==> src/chte_pkg.sv <==
// Shared types, constants and helpers for the chained hash table engine.
// Used by every module in src; depends on nothing.
package chte_pkg;

    // Table geometry
    localparam int MAX_BUCKETS  = 1024;
    localparam int POOL_ENTRIES = 1024;
    localparam int BKT_W  = (MAX_BUCKETS > 1) ? $clog2(MAX_BUCKETS) : 1;
    localparam int ENT_W  = (POOL_ENTRIES > 1) ? $clog2(POOL_ENTRIES) : 1;
    localparam int USED_W = $clog2(POOL_ENTRIES + 1);

    // Field widths
    localparam int CNT_W  = 11;
    localparam int KEY_W  = 64;
    localparam int VAL_W  = 32;
    localparam int CMD_W  = 3;
    localparam int STAT_W = 2;

    // Command queue between front and back
    localparam int QDEPTH = 2;
    localparam int QPTR_W = 1;

    // Bit-serial remainder unit
    localparam int DIV_STEPS = KEY_W;
    localparam int STEP_W    = $clog2(DIV_STEPS);

    // Command codes
    localparam logic [CMD_W-1:0] CMD_LOOKUP = 3'd0;
    localparam logic [CMD_W-1:0] CMD_INSERT = 3'd1;
    localparam logic [CMD_W-1:0] CMD_CHANGE = 3'd2;
    localparam logic [CMD_W-1:0] CMD_REWIND = 3'd3;
    localparam logic [CMD_W-1:0] CMD_NEXT   = 3'd4;

    // Status codes
    localparam logic [STAT_W-1:0] STAT_OK   = 2'd0;
    localparam logic [STAT_W-1:0] STAT_MISS = 2'd1;
    localparam logic [STAT_W-1:0] STAT_DUP  = 2'd2;
    localparam logic [STAT_W-1:0] STAT_FULL = 2'd3;

    typedef struct packed {
        logic [CMD_W-1:0] command;
        logic [KEY_W-1:0] key;
        logic [VAL_W-1:0] value_in;
    } in_item_t;

    typedef struct packed {
        logic [STAT_W-1:0] status;
        logic [VAL_W-1:0]  value_out;
    } out_item_t;

    typedef enum logic [2:0] {
        OP_LOOKUP,
        OP_INSERT,
        OP_CHANGE,
        OP_REWIND,
        OP_NEXT,
        OP_BAD
    } op_t;

    // Classified job handed from front to back
    typedef struct packed {
        op_t              op;
        logic [KEY_W-1:0] key;
        logic [VAL_W-1:0] value;
    } job_t;

    // Nullable pointer into the entry pool
    typedef struct packed {
        logic             valid;
        logic [ENT_W-1:0] idx;
    } ptr_t;

    typedef enum logic [3:0] {
        ST_CLEAR,
        ST_IDLE,
        ST_MOD,
        ST_HREAD,
        ST_HCHK,
        ST_ECHK,
        ST_NCHK,
        ST_SEEK,
        ST_SCHK,
        ST_RESP
    } state_t;

    function automatic op_t classify(input logic [CMD_W-1:0] cmd);
        op_t op;
        unique case (cmd)
            CMD_LOOKUP: op = OP_LOOKUP;
            CMD_INSERT: op = OP_INSERT;
            CMD_CHANGE: op = OP_CHANGE;
            CMD_REWIND: op = OP_REWIND;
            CMD_NEXT:   op = OP_NEXT;
            default:    op = OP_BAD;
        endcase
        return op;
    endfunction

    // Zero acts as one, anything above the table size as the table size
    function automatic logic [CNT_W-1:0] clamp_count(input logic [CNT_W-1:0] v);
        logic [CNT_W-1:0] r;
        if (v == '0) begin
            r = CNT_W'(1);
        end else if (int'(v) > MAX_BUCKETS) begin
            r = CNT_W'(MAX_BUCKETS);
        end else begin
            r = v;
        end
        return r;
    endfunction

endpackage

==> src/chte_front.sv <==
// Front end: accepts input transfers, classifies the command and queues the job.
// Depends on chte_pkg.
module chte_front (
    input  logic                aclk,
    input  logic                aresetn,
    input  logic                s_valid,
    output logic                s_ready,
    input  chte_pkg::in_item_t  s_data,
    input  logic                clearing,
    output logic                q_valid,
    output chte_pkg::job_t      q_job,
    input  logic                q_pop
);

    chte_pkg::job_t              q_mem [chte_pkg::QDEPTH];
    logic [chte_pkg::QPTR_W-1:0] wr_ptr_reg;
    logic [chte_pkg::QPTR_W-1:0] rd_ptr_reg;
    logic [chte_pkg::QPTR_W:0]   cnt_reg;
    logic                        push;
    chte_pkg::job_t              job_in;

    // No new work while the head table is being swept
    assign s_ready = (cnt_reg != (chte_pkg::QPTR_W+1)'(chte_pkg::QDEPTH)) && !clearing;
    assign push    = s_valid && s_ready;
    assign q_valid = (cnt_reg != '0);
    assign q_job   = q_mem[rd_ptr_reg];

    // Decode command into an operation class
    always_comb begin
        job_in.op    = chte_pkg::classify(s_data.command);
        job_in.key   = s_data.key;
        job_in.value = s_data.value_in;
    end

    // Queue storage
    always_ff @(posedge aclk) begin
        if (push) begin
            q_mem[wr_ptr_reg] <= job_in;
        end
    end

    // Queue pointers
    always_ff @(posedge aclk) begin
        if (!aresetn) begin
            wr_ptr_reg <= '0;
            rd_ptr_reg <= '0;
            cnt_reg    <= '0;
        end else begin
            if (push) begin
                wr_ptr_reg <= wr_ptr_reg + 1'b1;
            end
            if (q_pop) begin
                rd_ptr_reg <= rd_ptr_reg + 1'b1;
            end
            if (push && !q_pop) begin
                cnt_reg <= cnt_reg + 1'b1;
            end else if (!push && q_pop) begin
                cnt_reg <= cnt_reg - 1'b1;
            end
        end
    end

endmodule

==> config.mk <==
export PLATFORM = sky130hd
export DESIGN_NAME = chte_front
export DESIGN_NICKNAME = d
export VERILOG_FILES = /design/src/chte_pkg.sv /design/src/chte_front.sv
export SDC_FILE = /design/constraint.sdc
export NUM_CORES = 1
export LEC_CHECK = 0
export BUFFER_PORTS_ARGS = -buffer_cell sky130_fd_sc_hd__buf_2
export CAP_MARGIN = 10
export CORE_ASPECT_RATIO = 1.4
export CORE_UTILIZATION = 56
export DETAILED_ROUTE_END_ITERATION = 7
export PLACE_DENSITY = 0.86
export SYNTH_ARGS = -nofsm -noshare
export SYNTH_HDL_FRONTEND = slang
export SYNTH_SLANG_ARGS = --single-unit
==> constraint.sdc <==
create_clock -name aclk -period 14.6 [get_ports aclk]
set_input_delay 0 -clock aclk [delete_from_list [all_inputs] [get_ports aclk]]
set_output_delay 0 -clock aclk [all_outputs]
set_load 0.02 [all_outputs]
# After elaboration in Yosys (flattened, before gate mapping)
# Memories as Yosys holds them, arrays and structs flattened. A register that Yosys moved wholly into a read port is not among the register bits.
# Index checks and enable logic that the tools add are counted.
[word_totals] n_memories=1 wordCells=30 ff_bits=4 inputBits=104 output_inout_bits=101 ram_bits=198
[classes] addsub=4 n_reduce_logical=10 n_mux=7 n_eq_ne=5
[memory_table] name="q_mem" words=2 word_bits=99 read_ports=1 rd_clocked_by_memory_dff=1 wr=1 line="chte_front.sv:15" rtl="chte_pkg::job_t q_mem [chte_pkg::QDEPTH];"
[op_table] op="case mux 3 bit (5 select lines)" n=1
[op_table] op="== test 3 x 2 -> 1 bit (second input constant)" n=2
[op_table] op="logical AND 1 bit" n=4
[op_table] op="2-to-1 mux 1 bit" n=4
[op_table] op="2-to-1 mux 2 bit" n=2
[op_table] op="nonzero test 2 bit" n=2
[op_table] op="== test 3 x 1 -> 1 bit (second input constant)" n=1
[op_table] op="== test 3 bit (second input constant)" n=1
[op_table] op="zero test 1 bit" n=3
[op_table] op="zero test 3 bit" n=1
[op_table] op="adder 1 bit (second input constant)" n=2
[op_table] op="adder 2 x 1 -> 2 bit (second input constant)" n=1
[op_table] op="!= test 2 bit (second input constant)" n=1
[op_table] op="subtractor 2 x 1 -> 2 bit (second input constant)" n=1

# Logic depth before layout (Yosys ltp)
[logic_depth] ltp_word=7 mapped_depth=6 depth_no_buf=6

# Worst setup path after synthesis
# No wires, ideal clock.
[synth_timing] kind="reg2reg" startpoint="register cnt_reg[0] (netlist bit)" endpoint="memory q_mem[0][0] (netlist bit), enable pin" t_required_ps=14031 arrival_time_ps=5106 period_less_slack_ps=5676 n_path_buf=0 path_stages_with_launch=4 setup_time_ps=569 slack_ps=8924 path_cell_list="dfxtp_1 > nor2b_1 > nor3b_2 > nor2b_1"
[synth_via] elab_chain_cells=5
[synth_lines] element="from (decl)" line="chte_front.sv:18" rtl="logic [chte_pkg::QPTR_W:0] cnt_reg;"
[synth_lines] element="from (signal assigned)" line="chte_front.sv:56" rtl="cnt_reg <= cnt_reg + 1'b1;"
[synth_lines] element="from (signal assigned)" line="chte_front.sv:58" rtl="cnt_reg <= cnt_reg - 1'b1;"
[synth_lines] element="!= test 2 bit" line="chte_front.sv:23" rtl="assign s_ready = (cnt_reg != (chte_pkg::QPTR_W+1)'(chte_pkg::QDEPTH)) && !clearing;"
[synth_lines] element="logical AND 1 bit" line="chte_front.sv:23"
[synth_lines] element="logical AND 1 bit" line="chte_front.sv:24" rtl="assign push = s_valid && s_ready;"
[synth_lines] element="2-to-1 mux 1 bit" line="chte_front.sv:37" rtl="if (push) begin"
[synth_lines] element="2-to-1 mux 1 bit (not written as such)" line="chte_front.sv:38" rtl="q_mem[wr_ptr_reg] <= job_in;"
[synth_lines] element="to (decl)" line="chte_front.sv:15"
# No other way between the ends.

# Final worst setup path
[layout_timing] startpoint="register cnt_reg[0] (netlist bit)" endpoint="memory q_mem[0][90] (netlist bit), enable pin"
# The elaborated chain is that of the path after synthesis.

==> flow_summary.ini <==
[status]
status = complete, no violations

[die]
io_pins = 205
core_area_mm2 = 0.0129
die_h_um = 138
die-width_um = 99.4
rows = 49
dieArea_mm2 = 0.0137
start_util = 0.577

[timing]
max_freq_ghz = 0.338
period_share = 0.203
max_slew_margin = 0.282
finClkSkew_ns = 0.0123
hold_viol = 0
hold_ws_ns = 0.247
final.setup.tns_ns = 0
slew_violations = 0
rsz0062_at_grt = false
min_period_ns = 2.96
final-setup-viol-count = 0
tightest_slew_ns = 1.08

[cells_and_area]
multi_input_area_mm2 = 0.00131
largest_reg_flops = 198
regArea_mm2 = 0.00605
final_core_util = 0.798
area_delta_synth_final_pct = 38.2
fill_cells = 653
drive_above_1_share = 0.502
final_nets = 762

[drt]
drtAntennaViolNets = 0
viasPerCell = 5.30
first_iter_violations = 241
wirelength_mm = 16.7
drc_errors = 0
firstDrtPassIters = 4
wl_per_cell_um = 20.2
via_count = 4371

[pwr]
power_frac_seq = 0.503
ir_drop_uv = 140
clkPwrFrac = 0.365
p_total_mw = 1.36
p_comb_frac = 0.132
p_sw_uw = 312
p_per_area_mw_per_mm2 = 132
swShare = 0.230
p_int_mw = 1.04
p_leak_nw = 3.90

[global_route]
grt_pass1_wl_mm = 25.1
antenna_found_initial = 1
grt_max_degree = 79
gr-usage-all-layers = 0.244
grt-ovfl-total = 0
first_global_vias = 4800

[cts]
path_clk_slew_ns = 0.07
post-cts-setup-buffer-count = 0
clk-insertion-delay-late_ns = 0.48
htree_levels = 1
cts_root_buf = clkbuf_16
cts_buffer_depth = 3
hold_buffers = 105
clock_sinks = 203
cts_resized = 0
numCtsBuffers = 19
cts_tree = built

[setup_path]
cp.depth = 4
critical_path_buf_inv_count = 1
cp-end-kind = flip-flop
worstPathMaxFanout = 65
path_class = reg -> reg
path_delay_family = simple AND/OR/NAND/NOR gates
r2r_cells = 4
crit_slowest_cell = nor2b_4
critPathLaunchType = flip-flop
slowest_delay_ns = 0.89
critical_path_arrival_ns = 3.05
cp_data_required_time_ns = 14.69
cp_cell_sequence = nor2b_1 -> nor3b_2 -> nor2b_4 -> buf_4

[synth]
synth_nets = 441
synth_area_leaders = edfxtp_1, mux2_2, mux2_4
synthFlopType = edfxtp_1
avgSynthCellArea_um2 = 22.1
synth_edf_count = 198
synth_common_cells = edfxtp_1, mux2_2, mux2_4
synth_area_mm2 = 0.00743
muxShareOfSynthArea = 0.156
ys_ff_latch = 203
synth_top_area_frac = 0.800
synth_top_family_by_area = multiplexers
ys_seq_area_frac = 0.814
yosysTopAreaCell = edfxtp_1
synth-simple-area-share = 0.0111
synth-xor-area-share = 0.00354
synth_fa_ha_area_frac = 0.00168
yosysWarnings = 0
synth_compound_area_frac = 0.00269
yosysUniqueCellTypes = 23
synthArstFlopShare = 0
yosysMostFrequentCell = edfxtp_1
syn-instance-count = 336

[worst_hold_path]
hold_path_depth = 2
min_path_type = in -> reg

[placed_design]
hpwlAfterDp_mm = 8.67
gp_congestion = 0.737
io_buffers = 204

[job]
max_cap_violations = 0
==> power groups by stage <==
stage / Clock, mW / Combinational [mW] / Sequential (mW)
floorplan: 0 / 0.101 / 0.692
global placement: 0 / 0.148 / 0.691
detailed placement: 0 / 0.152 / 0.694
CTS: 0.496 / 0.176 / 0.681
global route: 0.526 / 0.189 / 0.684
finish: 0.495 / 0.178 / 0.682
==> area by class of cell <==
class                   count  area share
multi-input cells         120       0.128
repair buffers            312       0.204
well taps                 153      0.0186
flip-flops and latches    203       0.589
inverters                   1    0.000365
clock buffers              21      0.0470
clock inverters            12      0.0127
diodes                      2    0.000487
==> cell families after synthesis <==
family | Yosys count
AOI/OAI and AO/OA | 3
xor gates and xnor gates | 3
and+or+nand+nor | 13
adders and majority gates | 1
buffers and inverters | 13
muxes | 100
DFF | 203
==> final timing paths <==
check                                             start                       to  slack (ns)
worst min register to register  cnt_reg[1]$_SDFFE_PN0P_  cnt_reg[1]$_SDFFE_PN0P_        0.52
worst min-delay path                         s_data[12]   q_mem[1][12]$_DFFE_PP_        0.25
worst max-delay path            cnt_reg[0]$_SDFFE_PN0P_   q_mem[0][90]$_DFFE_PP_       11.64
worst max register to register  cnt_reg[0]$_SDFFE_PN0P_   q_mem[0][90]$_DFFE_PP_       11.64
==> cell usage in the layout, fill, tap and decap left out, types with 2 or more instances in the layout <==
cell,instances
dlygate4sd3_1,105
bufinv_16,3
buf_4,3
clkbuf_16,19
buf_2,204
mux2_2,89
clkbuf_1,2
mux2_4,10
xor2_1,2
nor2b_1,2
dfxtp_1,4
and2_1,3
diode_2,2
clkinv_2,2
edfxtp_1,198
clkinv_1,6
==> worst register-to-register path, stage by stage (launching register included) <==
cell and delay (ns):
dfxtp_1 0.42, nor2b_1 0.11, nor3b_2 0.29, nor2b_4 0.89, buf_4 0.82
==> metrics by stage <==
step	setup WS, ns	std cells	cell area, um^2
floorplan	8.92	336	7430
global placement	11.78	684	8600
detailed placement	11.61	684	8600
CTS	11.65	822	10300
global route	11.41	824	10300
finish	11.64	824	10300
==> metal layers <==
metal | track usage | up-vias | wire length, um
met5 | 0 | - | 0
li1 | - | 1976 | -
met2 | 0.464 | 184 | 9400
met3 | 0.0430 | 39 | 862
met4 | 0.0844 | 0 | 471
met1 | 0.269 | 2172 | 5950
(Power assumes the default switching activity.)
